### config.mk
export PLATFORM = sky130hd
export DESIGN_NAME = emergency_alert_siren_latch
export DESIGN_NICKNAME = d
export VERILOG_FILES = /design/src/rtl/easl_pkg.sv /design/src/rtl/easl_core.sv /design/src/rtl/emergency_alert_siren_latch.sv
export SDC_FILE = /design/constraint.sdc
export NUM_CORES = 1
export LEC_CHECK = 0
export BUFFER_PORTS_ARGS = -buffer_cell sky130_fd_sc_hd__buf_4
export CAP_MARGIN = 25
export CORE_ASPECT_RATIO = 0.5
export CORE_MARGIN = 1.5
export CORE_UTILIZATION = 41
export CTS_BUF_LIST = sky130_fd_sc_hd__clkbuf_4 sky130_fd_sc_hd__clkbuf_8
export DETAILED_ROUTE_END_ITERATION = 10
export GPL_TIMING_DRIVEN = 0
export SYNTH_ARGS = -nofsm -noshare
export SYNTH_HDL_FRONTEND = slang
export SYNTH_SLANG_ARGS = --single-unit
### constraint.sdc
create_clock -name clk -period 5.6 [get_ports clk]
set_input_delay 1.12 -clock clk [delete_from_list [all_inputs] [get_ports clk]]
set_output_delay 1.12 -clock clk [all_outputs]
set_load 0.01 [all_outputs]
### src/rtl/easl_pkg.sv
// shared types and constants for the alert latch and siren controller
package easl_pkg;

    localparam int TIME_BITS_DEFAULT = 32;

    localparam int CFG_DATA_BITS = 32;
    localparam int CFG_INDEX_BITS = 1;
    localparam int DEBOUNCE_BITS = 16;

    localparam logic [CFG_INDEX_BITS-1:0] CFG_TIMEOUT = 1'd0;
    localparam logic [CFG_INDEX_BITS-1:0] CFG_DEBOUNCE = 1'd1;

    localparam logic [CFG_DATA_BITS-1:0] TIMEOUT_RESET = 32'd300000;
    localparam logic [DEBOUNCE_BITS-1:0] DEBOUNCE_RESET = 16'd50;

    localparam logic [1:0] ACT_FRAME = 2'd0;
    localparam logic [1:0] ACT_TICK = 2'd1;
    localparam logic [1:0] ACT_SILENCE = 2'd2;
    localparam logic [1:0] ACT_ACK = 2'd3;

    localparam logic [3:0] TYPE_EMERGENCY = 4'd0;
    localparam logic [3:0] MIN_FRAME_LEN = 4'd8;
    localparam logic [3:0] STATE_ACTIVE_MAX = 4'd2;
    localparam logic [3:0] STATE_CLEAR_MIN = 4'd5;

    localparam logic RESP_SILENCE = 1'b0;
    localparam logic RESP_ACK = 1'b1;

    localparam logic BUTTON_RELEASED = 1'b1;
    localparam logic BUTTON_PRESSED = 1'b0;

    typedef struct packed {
        logic [1:0] action;
        logic [3:0] frame_length;
        logic [7:0] type_byte;
        logic [7:0] system_byte;
        logic [7:0] alert_id_low;
        logic [7:0] alert_id_high;
        logic [7:0] state_byte;
        logic [7:0] source_addr;
        logic       button_level;
    } in_item_t;

    typedef struct packed {
        logic        siren;
        logic        alert_flag;
        logic        resp_valid;
        logic        resp_code;
        logic [7:0]  resp_dest;
        logic [7:0]  resp_system;
        logic [15:0] resp_alert_id;
    } out_item_t;

endpackage

### src/rtl/easl_core.sv
// alert latch state, config registers and per-item next-state logic
module easl_core #(
    parameter int TIME_BITS = easl_pkg::TIME_BITS_DEFAULT
) (
    input  logic                                 clk,
    input  logic                                 rst_n,
    input  logic                                 cfg_we,
    input  logic [easl_pkg::CFG_INDEX_BITS-1:0]  cfg_index,
    input  logic [easl_pkg::CFG_DATA_BITS-1:0]   cfg_data,
    input  logic                                 step,
    input  easl_pkg::in_item_t                   item,
    output easl_pkg::out_item_t                  result
);
    import easl_pkg::*;

    localparam int CMP_BITS = (TIME_BITS > CFG_DATA_BITS) ? TIME_BITS : CFG_DATA_BITS;

    logic [CFG_DATA_BITS-1:0] timeout_reg;
    logic [DEBOUNCE_BITS-1:0] debounce_reg;

    logic [TIME_BITS-1:0] time_now_reg, time_now_next;
    logic [TIME_BITS-1:0] last_sample_reg, last_sample_next;
    logic [TIME_BITS-1:0] start_time_reg, start_time_next;
    logic                 button_prev_reg, button_prev_next;
    logic                 siren_reg, siren_next;
    logic                 alert_reg, alert_next;
    logic [15:0]          latched_id_reg, latched_id_next;
    logic [7:0]           latched_source_reg, latched_source_next;
    logic [7:0]           latched_system_reg, latched_system_next;

    logic [TIME_BITS-1:0] time_inc;
    logic [TIME_BITS-1:0] sample_diff;
    logic [TIME_BITS-1:0] run_diff;
    logic                 sample_due;
    logic                 timed_out;
    logic [3:0]           frame_type;
    logic [3:0]           frame_state;
    logic [15:0]          frame_id;
    logic                 resp_valid;
    logic                 resp_code;

    assign time_inc    = time_now_reg + TIME_BITS'(1);
    assign sample_diff = time_inc - last_sample_reg;
    assign run_diff    = time_inc - start_time_reg;
    assign sample_due  = CMP_BITS'(sample_diff) >= CMP_BITS'(debounce_reg);
    assign timed_out   = CMP_BITS'(run_diff) >= CMP_BITS'(timeout_reg);
    assign frame_type  = item.type_byte[3:0];
    assign frame_state = item.state_byte[3:0];
    assign frame_id    = {item.alert_id_high, item.alert_id_low};

    always_comb
    begin
        time_now_next       = time_now_reg;
        last_sample_next    = last_sample_reg;
        start_time_next     = start_time_reg;
        button_prev_next    = button_prev_reg;
        siren_next          = siren_reg;
        alert_next          = alert_reg;
        latched_id_next     = latched_id_reg;
        latched_source_next = latched_source_reg;
        latched_system_next = latched_system_reg;
        resp_valid          = 1'b0;
        resp_code           = RESP_SILENCE;

        unique case (item.action)
            ACT_FRAME:
            begin
                if (item.frame_length >= MIN_FRAME_LEN && frame_type == TYPE_EMERGENCY)
                begin
                    if (frame_state <= STATE_ACTIVE_MAX)
                    begin
                        latched_id_next     = frame_id;
                        latched_source_next = item.source_addr;
                        latched_system_next = item.system_byte;
                        alert_next          = 1'b1;
                        siren_next          = 1'b1;
                        if (!siren_reg)
                        begin
                            start_time_next = time_now_reg;
                        end
                    end
                    else if (frame_state >= STATE_CLEAR_MIN && alert_reg
                             && frame_id == latched_id_reg
                             && item.source_addr == latched_source_reg)
                    begin
                        alert_next = 1'b0;
                        siren_next = 1'b0;
                    end
                end
            end
            ACT_TICK:
            begin
                time_now_next = time_inc;
                if (sample_due)
                begin
                    last_sample_next = time_inc;
                    if (button_prev_reg == BUTTON_RELEASED
                        && item.button_level == BUTTON_PRESSED && siren_reg)
                    begin
                        resp_valid = alert_reg;
                        siren_next = 1'b0;
                    end
                    button_prev_next = item.button_level;
                end
                // timeout only matters if the siren is still on after the button
                if (siren_next && timed_out)
                begin
                    siren_next = 1'b0;
                end
            end
            ACT_SILENCE:
            begin
                if (siren_reg)
                begin
                    resp_valid = alert_reg;
                    siren_next = 1'b0;
                end
            end
            ACT_ACK:
            begin
                if (alert_reg)
                begin
                    resp_valid = 1'b1;
                    resp_code  = RESP_ACK;
                    siren_next = 1'b0;
                    alert_next = 1'b0;
                end
            end
            default:
            begin
                time_now_next = time_now_reg;
            end
        endcase

        result.siren         = siren_next;
        result.alert_flag    = alert_next;
        result.resp_valid    = resp_valid;
        result.resp_code     = resp_valid ? resp_code : RESP_SILENCE;
        result.resp_dest     = resp_valid ? latched_source_next : 8'd0;
        result.resp_system   = resp_valid ? latched_system_next : 8'd0;
        result.resp_alert_id = resp_valid ? latched_id_next : 16'd0;
    end

    always_ff @(posedge clk or negedge rst_n)
    begin
        if (!rst_n)
        begin
            timeout_reg  <= TIMEOUT_RESET;
            debounce_reg <= DEBOUNCE_RESET;
        end
        else if (cfg_we)
        begin
            unique case (cfg_index)
                CFG_TIMEOUT:  timeout_reg  <= cfg_data;
                CFG_DEBOUNCE: debounce_reg <= cfg_data[DEBOUNCE_BITS-1:0];
                default:      timeout_reg  <= timeout_reg;
            endcase
        end
    end

    always_ff @(posedge clk or negedge rst_n)
    begin
        if (!rst_n)
        begin
            time_now_reg       <= '0;
            last_sample_reg    <= '0;
            start_time_reg     <= '0;
            button_prev_reg    <= BUTTON_RELEASED;
            siren_reg          <= 1'b0;
            alert_reg          <= 1'b0;
            latched_id_reg     <= '0;
            latched_source_reg <= '0;
            latched_system_reg <= '0;
        end
        else if (step)
        begin
            time_now_reg       <= time_now_next;
            last_sample_reg    <= last_sample_next;
            start_time_reg     <= start_time_next;
            button_prev_reg    <= button_prev_next;
            siren_reg          <= siren_next;
            alert_reg          <= alert_next;
            latched_id_reg     <= latched_id_next;
            latched_source_reg <= latched_source_next;
            latched_system_reg <= latched_system_next;
        end
    end

endmodule

### src/rtl/emergency_alert_siren_latch.sv
// top level of the alert latch and siren controller with input and result registers
//
//   port     | direction | handshake           | payload
//   in_data  | input     | in_valid / in_stall   | easl_pkg::in_item_t
//   out_data | output    | out_valid / out_stall | easl_pkg::out_item_t
//   cfg      | input     | cfg_we              | cfg_index, cfg_data
//
// one item per cycle while out_stall does not hold a valid result; an accepted item is
// registered in the input register, then the state update writes it into the result register
// rst_n clears the valid flags and the core state and loads the register reset values
// out_stall holds the result register; the input register fills behind it
// and in_stall rises only once both are occupied
module emergency_alert_siren_latch #(
    parameter int TIME_BITS = easl_pkg::TIME_BITS_DEFAULT
) (
    input  logic                                clk,
    input  logic                                rst_n,
    input  logic                                cfg_we,
    input  logic [easl_pkg::CFG_INDEX_BITS-1:0] cfg_index,
    input  logic [easl_pkg::CFG_DATA_BITS-1:0]  cfg_data,
    input  logic                                in_valid,
    output logic                                in_stall,
    input  easl_pkg::in_item_t                  in_data,
    output logic                                out_valid,
    input  logic                                out_stall,
    output easl_pkg::out_item_t                 out_data
);
    import easl_pkg::*;

    logic      in_valid_reg;
    in_item_t  in_data_reg;
    logic      out_valid_reg;
    out_item_t out_data_reg;
    out_item_t core_result;
    logic      advance;
    logic      accept;

    assign advance  = in_valid_reg && (!out_valid_reg || !out_stall);
    assign in_stall = in_valid_reg && !advance;
    assign accept   = in_valid && !in_stall;

    easl_core #(
        .TIME_BITS(TIME_BITS)
    ) u_core (
        .clk      (clk),
        .rst_n    (rst_n),
        .cfg_we   (cfg_we),
        .cfg_index(cfg_index),
        .cfg_data (cfg_data),
        .step     (advance),
        .item     (in_data_reg),
        .result   (core_result)
    );

    always_ff @(posedge clk or negedge rst_n)
    begin
        if (!rst_n)
        begin
            in_valid_reg <= 1'b0;
        end
        else if (accept)
        begin
            in_valid_reg <= 1'b1;
        end
        else if (advance)
        begin
            in_valid_reg <= 1'b0;
        end
    end

    always_ff @(posedge clk)
    begin
        if (accept)
        begin
            in_data_reg <= in_data;
        end
    end

    always_ff @(posedge clk or negedge rst_n)
    begin
        if (!rst_n)
        begin
            out_valid_reg <= 1'b0;
        end
        else if (advance)
        begin
            out_valid_reg <= 1'b1;
        end
        else if (!out_stall)
        begin
            out_valid_reg <= 1'b0;
        end
    end

    always_ff @(posedge clk)
    begin
        if (advance)
        begin
            out_data_reg <= core_result;
        end
    end

    assign out_valid = out_valid_reg;
    assign out_data  = out_data_reg;

endmodule

Word level (Yosys, flattened, before mapping)

Index checks and enable logic that the tools add are counted.

Word-level logic and storage cells: 101
Input port bits: 93
Register bits after elaboration: 264
Output and inout bits: 38

Order comparisons: 5
Mux-type cells: 31
Bitwise gates (word level): 3
Equal/unequal tests: 6
$add $sub $neg: 3
Reductions and logical operators: 24

Operators by type and width:

| cell                                                                                 | count |
|---|---|
| 32-bit subtractor                                                                    | 2 |
| 16-bit 2-to-1 mux                                                                    | 3 |
| 8-bit 2-to-1 mux                                                                     | 6 |
| 32-bit by 1-bit adder with 32-bit output (second input constant)                     | 1 |
| 32-bit by 16-bit greater-or-equal comparator with 1-bit output                       | 1 |
| 32-bit greater-or-equal comparator                                                   | 1 |
| 1-bit 2-to-1 mux                                                                     | 19 |
| 16-bit == test                                                                       | 1 |
| 1-bit logical AND                                                                    | 10 |
| 8-bit == test                                                                        | 1 |
| 2-bit AND reduction                                                                  | 4 |
| 5-bit AND reduction                                                                  | 1 |
| 2-bit == test (second input constant)                                                | 2 |
| 4-bit by 3-bit greater-or-equal comparator with 1-bit output (second input constant) | 1 |
| 4-bit greater-or-equal comparator (second input constant)                            | 1 |
| 4-bit by 2-bit less-or-equal comparator with 1-bit output (second input constant)    | 1 |
| 1-bit zero test                                                                      | 4 |
| 4-bit zero test                                                                      | 1 |
| 1-bit one-hot mux with 4 select lines                                                | 1 |
| 1-bit inverter                                                                       | 3 |
| 1-bit one-hot mux with 3 select lines                                                | 1 |
| 3-bit AND reduction                                                                  | 1 |
| 2-bit by 1-bit == test with 1-bit output (second input constant)                     | 1 |
| 2-bit zero test                                                                      | 1 |
| other kinds (4)                                                                      | 4 |

Longest topological paths before layout

Gate-level depths: netlist of the first run.

Depth after elaboration: 9
Gate-level depth with buffers: 30
Depth with buffers taken out: 30

By module

A second synthesis of the first run with hierarchy kept.

Cell total of the unflattened synthesis: 1508
Area total of the unflattened synthesis: 15273.4 um2

Modules (own cells, without submodules):

| module                      | sequential area each (um2) | cells each | area each (um2) | instances |
|---|---|---|---|---|
| easl_core                   | 4494.3                     | 1409       | 12448.2         | 1 |
| emergency_alert_siren_latch | 2782.7                     | 99         | 2825.2          | 1 |

Worst setup path before layout of the first run

Ideal clock, no wire load.

Kind: reg2reg
From: register u_core.time_now_reg[0]
To: register out_data_reg (netlist bit out_data[35]) (data pin)
Data required time: 5.470 ns
Cell stages (with the launch flop): 31
Slack: 0.151 ns
Clock period less this slack: 5.449 ns
Setup time: 0.130 ns
Path buffers: 0
Arrival time: 5.319 ns
Path through: dfrtp_1 ha_1 nand3_1 nor3_1 and3_1 nand3_1 nor2_1 xor2_1 ha_1 a21oi_1 o21ai_0 nand2_1 nand2_1 a41o_1 a41oi_1 a211oi_1 nor3_1 o21bai_1 a21oi_1 xnor2_1 ha_1 a21oi_1 nor2b_1 o21ai_0 nand2b_1 a21oi_1 nor3b_1 a21oi_1 a41o_1 a211oi_1 a211o_1

Cells in the longest elaborated chain, start to end: 8
Elaborated cells between the ends (all ways): 10
Classes of those cells: add/sub (3); order compare (2); mux (4); reduce/logical (1)

RTL lines:

| element                                                        | line                              | RTL |
|---|---|---|
| from (decl)                                                    | easl_core.sv:21                   | `logic [TIME_BITS-1:0] time_now_reg, time_now_next;` |
| from (signal assigned)                                         | easl_core.sv:177                  | `time_now_reg <= time_now_next;` |
| 32-bit by 1-bit adder with 32-bit output *                     | easl_core.sv:42                   | `assign time_inc = time_now_reg + TIME_BITS'(1);` |
| via u_core.time_inc[14]                                        | easl_core.sv:31                   | `logic [TIME_BITS-1:0] time_inc;` |
| 32-bit subtractor                                              | easl_core.sv:43                   | `assign sample_diff = time_inc - last_sample_reg;` |
| 32-bit by 16-bit greater-or-equal comparator with 1-bit output | easl_core.sv:45                   | `assign sample_due = CMP_BITS'(sample_diff) >= CMP_BITS'(debounce_reg);` |
| 1-bit 2-to-1 mux                                               | easl_core.sv:94                   | `if (sample_due)` |
| 1-bit 2-to-1 mux                                               | easl_core.sv:65                   | `unique case (item.action)` |
| 1-bit logical AND                                              | easl_core.sv:106                  | `if (siren_next && timed_out)` |
| 1-bit 2-to-1 mux *                                             | easl_core.sv:106                  |  |
| 1-bit one-hot mux with 4 select lines *                        | easl_core.sv:65                   |  |
| via u_core.siren_next                                          | easl_core.sv:25                   | `logic siren_reg, siren_next;` |
| to (signal assigned)                                           | emergency_alert_siren_latch.sv:99 | `out_data_reg <= core_result;` |
| to (decl)                                                      | emergency_alert_siren_latch.sv:33 | `out_item_t out_data_reg;` |

Mark *: on every way through the listed nets, which the timed path passes. The rest lies on a longest branch. The select of a mux whose other input is x is not followed.
A chain may end at the register's enable or synchronous reset.

Final worst setup path of the first run

Same ends and word-level chain as after synthesis.

==> results.sh, run 1 <==
export IMPL_worst_path_max_fanout=5
export IMPL_fillers=3307
export IMPL_cts_sinks=261
export IMPL_dr_pass1_iters=4
export IMPL_portBuffers=119
export IMPL_pwr_density_cell_nw_per_um2=341
export IMPL_hold_viol=0
export IMPL_fin_skew_ns=0.0441
export IMPL_nets=1888
export IMPL_cts_root_buf="clkbuf_8"
export IMPL_synth_seq_cells=261
export IMPL_rsz0062_at_grt="true"
export IMPL_crit_start="u_core.time_now_reg[0]"
export IMPL_crit_type="reg2reg"
export IMPL_path_clk_slew_ns=0.07
export IMPL_dp_hpwl_mm=27.0
export IMPL_rrSetupSlack_ns=0.13
export IMPL_hp_class="reg2reg"
export IMPL_placed_area_um2=16800
export IMPL_drive_gt1_share_pct=22.3
export IMPL_wl_per_cell_um=17.1
export IMPL_cts_tree="built"
export IMPL_ys_async_sr_fraction_pct=69.3
export IMPL_syn_avg_cell_area_um2=10.2
export IMPL_holdPathEnd="u_core.last_sample_reg[14]"
export IMPL_r2r_cells=26
export IMPL_drv_cap=0
export IMPL_ys_types=67
export IMPL_routed_wl_mm=37.4
export IMPL_synth_warnings=0
export IMPL_synth_nets=1705
export IMPL_finalCritPeriodShare_pct=97.7
export IMPL_cp_end_kind="flop"
export IMPL_gp_congestion=0.902
export IMPL_syn_area_um2=15200
export IMPL_synth_edf_count=80
export IMPL_period_minus_slack_ns=5.47
export IMPL_final_util_pct=51.4
export IMPL_grt_usage_pct=19.6
export IMPL_grt_ovfl_total=0
export IMPL_core_um2=36200
export IMPL_yosys_area_top_type="dfrtp_1"
export IMPL_cp_arrival_ns=5.82
export IMPL_maxSlewViolCount=0
export IMPL_ys_dominant_reg_cell="dfrtp_1"
export IMPL_viasPerCell=5.16
export IMPL_rr_endpoint="out_data[35]"
export IMPL_insertion_delay_ns=0.60
export IMPL_synth_most_common_cell="dfrtp_1"
export IMPL_synth_common_cells="dfrtp_1, nand2_1, inv_1"
export IMPL_row_count=49
export IMPL_grt_antenna_before_repair=0
export IMPL_setup_viol=0
export IMPL_area_growth_pct=22.2
export IMPL_largest_reg_flops=44
export IMPL_ant_nets=0
export IMPL_synth_top_area_share_pct=27.8
export IMPL_initial_core_util_pct=42.0
export IMPL_finalSetupTns_ns=0
export IMPL_via_count=11300
export IMPL_grt_pass1_wl_mm=59.2
export IMPL_ir_drop_mv=0.185
export IMPL_worstHoldPathCells=1
export IMPL_hp_start="u_core.last_sample_reg[14]"
export IMPL_syn_inst=1495
export IMPL_r2r_start="u_core.time_now_reg[0]"
export IMPL_grt_max_degree=113
export IMPL_die_area_um2=38400
export IMPL_antenna_cells=0
export IMPL_start_kind="flop"
export IMPL_cts_htree_levels=2
export IMPL_first_global_vias=11300
export IMPL_cts_buffers=42
export IMPL_status="finished clean"
export IMPL_finalInstanceArea_um2=18600
export IMPL_fmax_ghz=0.183
export IMPL_die_height_um=139
export IMPL_clk_path_buf_depth=3
export IMPL_relSlewSlack_pct=36.2
export IMPL_drc_errors=0
export IMPL_dieWidth_um=276
export IMPL_power_leakage_nw=8.54
export IMPL_drtIter0Drc=535
export IMPL_yosys_top_cells_area="dfrtp_1, edfxtp_1, ha_1"
export IMPL_yosysSeqAreaShare_pct=45.6
export IMPL_io_pins=131
export IMPL_tightest_slew_ns=0.957
export IMPL_cp_data_required_time_ns=5.95
layout make-up:
cell class | count | area [µm²] | area share (%)
clock inverters | 20 | 225 | 1.21
repair buffers | 145 | 1150 | 6.20
clock buffers | 56 | 714 | 3.84
plain buffers | 50 | 274 | 1.47
multi-input cells | 1050 | 8210 | 44.1
inverters | 128 | 480 | 2.58
well taps | 484 | 606 | 3.25
flip-flops and latches | 261 | 6950 | 37.3
per-stage QoR:
step,power [mW],hold slack [ns],std cells,worst slack [ns]
2_1_floorplan,3.76,0.462,1495,0.151
4_1_cts,6.31,0.488,2180,-0.0122
5_1_grt,6.77,0.513,2194,-0.227
3_5_place_dp,4.32,0.481,2100,-1.35
6_report,6.34,0.491,2194,0.126
3_3_place_gp,4.30,0.474,2098,-1.32
power breakdown:
group | leakage [nW] | total [mW] | internal, mW | switching [mW]
Clock | 0.491 | 1.87 | 1.03 | 0.834
Sequential | 3.01 | 2.19 | 2.11 | 0.0794
Combinational | 5.04 | 2.29 | 1.07 | 1.22
Total | 8.54 | 6.34 | 4.21 | 2.13
critical path: stages, from the launching register on:
cell,delay (ns)
dfrtp_2,0.41
ha_4,0.17
nand3_4,0.09
nor3_4,0.22
and3_4,0.26
nand3_4,0.16
nor2_4,0.22
xor2_4,0.09
ha_4,0.29
nand2_1,0.07
nor2_2,0.21
nand3b_1,0.10
o21bai_1,0.22
a31o_2,0.32
o211ai_1,0.26
a31oi_2,0.16
nor2b_1,0.15
o21a_1,0.16
nor2_1,0.06
xnor2_1,0.15
ha_1,0.32
nand3_1,0.09
o31a_1,0.31
a21oi_4,0.19
a41o_1,0.24
a211oi_2,0.06
a211o_1,0.24
cell usage in the layout, fill, tap and decap left out, types with 8 or more instances in the layout:
cell type and n:
a211oi_1 8, a21o_1 23, a21oi_1 90, and3_1 10, buf_4 139, clkbuf_1 37, clkbuf_4 9, clkbuf_8 47
dfrtp_1 166, dfstp_2 12, edfxtp_1 80, ha_1 101, inv_1 127, mux2_1 31, mux2_2 51, mux2i_1 34
nand2_1 146, nand2b_1 14, nand3_1 25, nand4_1 19, nor2_1 65, nor2b_1 14, nor3_1 16, nor4_1 8
o21a_1 15, o21ai_0 88, o21ai_1 9, o21bai_1 9, xnor2_1 79, xor2_1 39
how the worst max path moves through the flow:
| stage | end | slack, ns | depth (start not counted) |
|---|---|---|---|
| 2_1_floorplan | out_data[35] | 0.15 | 30 |
| 5_1_grt | out_data[35] | -0.23 | 29 |
| 6_report | out_data[35] | 0.13 | 26 |
| 3_5_place_dp | out_data[35] | -1.35 | 28 |
| 4_1_cts | out_data[35] | -0.01 | 30 |
| 3_3_place_gp | out_data[35] | -1.32 | 28 |
layer usage:
metal	up-vias	global-route usage, %	wire length [µm]	share of wire (%)
li1	5625	-	-	-
met1	5450	27.5	18000	48
met2	200	31.0	17000	46
met3	39	4.35	1870	5.0
met4	0	3.97	529	1.4
met5	-	0	0	0
logic make-up (layout without fill, tap and decap cells):
kind of cell / Yosys count / after routing / share of synthesized area [%]
flip-flops: 261 / 261 / 45.6
adder cells (fa/ha/maj): 117 / 117 / 9.71
AO/OA/AOI/OAI: 315 / 315 / 12.6
AND/OR/NAND/NOR: 368 / 368 / 11.3
multiplexers: 116 / 116 / 8.29
XOR/XNOR: 134 / 134 / 7.80
buffers and inverters: 184 / 399 / 4.75
what timing repair did:
item,4_1_cts,5_1_grt
hold buffers,0,0
gates cloned,0,1
endpoints found under the hold margin,0,0
buffers inserted,8,14
gates resized for setup,74,68
setup endpoints to repair,68,68
pin swaps,17,22
(Power assumes the default switching activity.)
==> run 2: changes to the inputs <==
--- a/config.mk
+++ b/config.mk
@@ -11,8 +11,10 @@
 export CORE_MARGIN = 1.5
 export CORE_UTILIZATION = 41
 export CTS_BUF_LIST = sky130_fd_sc_hd__clkbuf_4 sky130_fd_sc_hd__clkbuf_8
+export CTS_CLUSTER_DIAMETER = 100
 export DETAILED_ROUTE_END_ITERATION = 10
 export GPL_TIMING_DRIVEN = 0
+export PLACE_DENSITY = 0.72
 export SYNTH_ARGS = -nofsm -noshare
 export SYNTH_HDL_FRONTEND = slang
 export SYNTH_SLANG_ARGS = --single-unit
==> constraint.sdc (replaced) <==
create_clock -name clk -period 5.6 [get_ports clk]
set_input_delay 0.28 -clock clk [delete_from_list [all_inputs] [get_ports clk]]
set_output_delay 0.28 -clock clk [all_outputs]
set_load 0.01 [all_outputs]
==> run 2 against run 1 <==
Design area is 3.5% higher. Critical path depth stayed put. Non-clock buffer count is 83 higher. Combinational power is 6% higher. Sequential cell count stayed put. Hold slack worse by 0.23 ns. First-iteration DRC count is 40% higher. Sequential share of layout area is 1.3 points lower. Setup slack worse by 0.12 ns. Wire length is 2.5% higher. Sequential power hardly changed. Critical endpoint is now u_core.last_sample_reg[26]. Largest cell class unchanged. Largest power group unchanged.
==> results.sh, run 2 (synthesis gave the netlist of run 1 again) <==
export IMPL_instances_no_fill=2274
export IMPL_slowest_delay_ns=0.43
export IMPL_cp_end_kind="flop"
export IMPL_slowest_stage="dfrtp_1"
export IMPL_place_inst=2101
export IMPL_finalCritPeriodShare_pct=99.9
export IMPL_cts_buffers=41
export IMPL_path_clk_slew_ns=0.07
export IMPL_antenna_cells=0
export IMPL_cp_arrival_ns=6.04
export IMPL_pwr_density_cell_nw_per_um2=324
export IMPL_area_growth_pct=26.5
export IMPL_cts_tree="built"
export IMPL_crit_start="u_core.time_now_reg[1]"
export IMPL_largest_reg_flops=44
export IMPL_hp_class="in2async"
export IMPL_switching_share_pct=34.6
export IMPL_drc_errors=0
export IMPL_layout_common_cells="dfrtp_1, nand2_1, buf_4"
export IMPL_dieWidth_um=276
export IMPL_ir_drop_mv=0.187
export IMPL_power_leakage_nw=8.84
export IMPL_grt_usage_pct=19.7
export IMPL_routed_wl_mm=38.4
export IMPL_final_util_pct=53.2
export IMPL_grt_antenna_before_repair=0
export IMPL_crit_type="reg2reg"
export IMPL_p_int_mw=4.09
export IMPL_final_common_cell="dfrtp_1"
export IMPL_combPwrFrac_pct=38.7
export IMPL_finalInstanceArea_um2=19300
export IMPL_start_kind="flop"
export IMPL_r2r_start="u_core.time_now_reg[1]"
export IMPL_fin_hold_ws_ns=0.263
export IMPL_first_global_vias=11700
export IMPL_wl_per_cell_um=16.9
export IMPL_cts_root_buf="clkbuf_8"
export IMPL_place_ws_ns=-1.22
export IMPL_tightest_slew_ns=1.14
export IMPL_status="finished clean"
export IMPL_period_minus_slack_ns=5.60
export IMPL_seq_power_share_pct=35.0
export IMPL_drive_gt1_share_pct=21.2
export IMPL_cts_htree_levels=2
export IMPL_fin_skew_ns=0.0290
export IMPL_power_mw=6.25
export IMPL_setup_ws_ns=0.00403
export IMPL_fillers=3068
export IMPL_path_delay_family="simple AND/OR/NAND/NOR gates"
export IMPL_grt_max_degree=115
export IMPL_nets=1970
export IMPL_viasPerCell=5.19
export IMPL_insertion_delay_ns=0.59
export IMPL_clk_path_buf_depth=3
export IMPL_worst_path_max_fanout=10
export IMPL_ant_nets=0
export IMPL_drtIter0Drc=749
export IMPL_setup_viol=0
export IMPL_die_area_um2=38400
export IMPL_hold_viol=0
export IMPL_placed_area_um2=16800
export IMPL_finalSetupTns_ns=0
export IMPL_via_count=11800
export IMPL_path_buf_inv=3
export IMPL_grt_ovfl_total=0
export IMPL_dp_hpwl_mm=27.2
export IMPL_grt_pass1_wl_mm=60.3
export IMPL_rsz0062_at_grt="true"
export IMPL_cts_sinks=261
export IMPL_gp_congestion=0.884
export IMPL_drv_cap=0
export IMPL_relSlewSlack_pct=21.7
export IMPL_cp_data_required_time_ns=6.04
export IMPL_fmax_ghz=0.179
export IMPL_die_height_um=139
export IMPL_initial_core_util_pct=42.0
export IMPL_p_switching_mw=2.16
export IMPL_dr_pass1_iters=7
export IMPL_pwr_share_clk_pct=26.3
export IMPL_row_count=49
export IMPL_io_pins=131
export IMPL_portBuffers=119
export IMPL_core_um2=36200
export IMPL_maxSlewViolCount=0
==> run 2: changes by cell type in the layout (fill, tap and decap cells not counted), moves of 3 or more <==
cell	previous run	this run
clkbuf_8	47	44
clkbuf_4	9	16
ha_2	7	3
dlygate4sd3_1	0	80
ha_1	101	105
bufinv_16	4	0
nor2_2	6	3
==> run 2: worst register-to-register path, stage by stage, from the launching register on <==
cell and delay [ns]:
dfrtp_1 0.43, ha_4 0.18, nand3_4 0.10, nor3_4 0.22
and3_4 0.27, nand3_4 0.16, nor2_4 0.21, xor2_4 0.10
buf_4 0.17, ha_4 0.31, nand2_2 0.09, o31ai_1 0.37
o311a_1 0.32, xor2_1 0.22, ha_1 0.29, a21oi_1 0.15
nand2_1 0.08, nor3_2 0.25, o31ai_4 0.13, a21oi_1 0.16
nand4_1 0.12, nor4_2 0.25, nand3_1 0.12, buf_6 0.17
nand2_8 0.10, buf_12 0.16, mux2_1 0.33
==> run 2: area by class of cell <==
type / instances / area [µm²] / share of cell area, %
well taps: 484 / 606 / 3.14
flip-flops and latches: 261 / 6950 / 36.1
plain buffers: 50 / 274 / 1.42
repair buffers: 228 / 1970 / 10.2
clock inverters: 13 / 77.6 / 0.402
inverters: 128 / 480 / 2.49
clock buffers: 60 / 726 / 3.77
multi-input cells: 1050 / 8190 / 42.5
==> run 2: final timing paths <==
kind                                                   end  depth (start not counted)  slack, ns
min in group clk                    u_core.debounce_reg[2]                          3       0.29
worst min register to register  u_core.last_sample_reg[28]                          1       0.49
max in group asynchronous          u_core.time_now_reg[24]                          3       4.34
worst min-delay path                u_core.debounce_reg[0]                          2       0.26
worst max register to register  u_core.last_sample_reg[26]                         26      0.004
worst max-delay path            u_core.last_sample_reg[26]                         26      0.004
==> run 2: layer usage <==
| layer | GRT usage (%) | part of all wire, % | vias to the layer above |
|---|---|---|---|
| li1 | - | - | 5767 |
| met1 | 27.3 | 46 | 5742 |
| met2 | 32.2 | 48 | 241 |
| met3 | 3.11 | 4.4 | 60 |
| met4 | 5.00 | 2.0 | 0 |
| met5 | 0 | 0 | - |
==> run 2: timing repair <==
item | 4_1_cts | 5_1_grt
pin swaps | 10 | 25
hold endpoints to repair | 151 | 0
setup endpoints to repair | 68 | 68
hold buffers | 80 | 0
resized for setup | 56 | 85
gates cloned | 0 | 0
buffers inserted | 8 | 17
==> run 2: power by group through the flow <==
stage / registers (mW) / logic, mW / clock network (mW)
2_1_floorplan: 2.21 / 1.55 / 0
4_1_cts: 2.18 / 2.22 / 1.68
6_report: 2.19 / 2.42 / 1.65
3_5_place_dp: 2.22 / 2.12 / 0
5_1_grt: 2.20 / 2.69 / 1.76
3_3_place_gp: 2.21 / 2.08 / 0
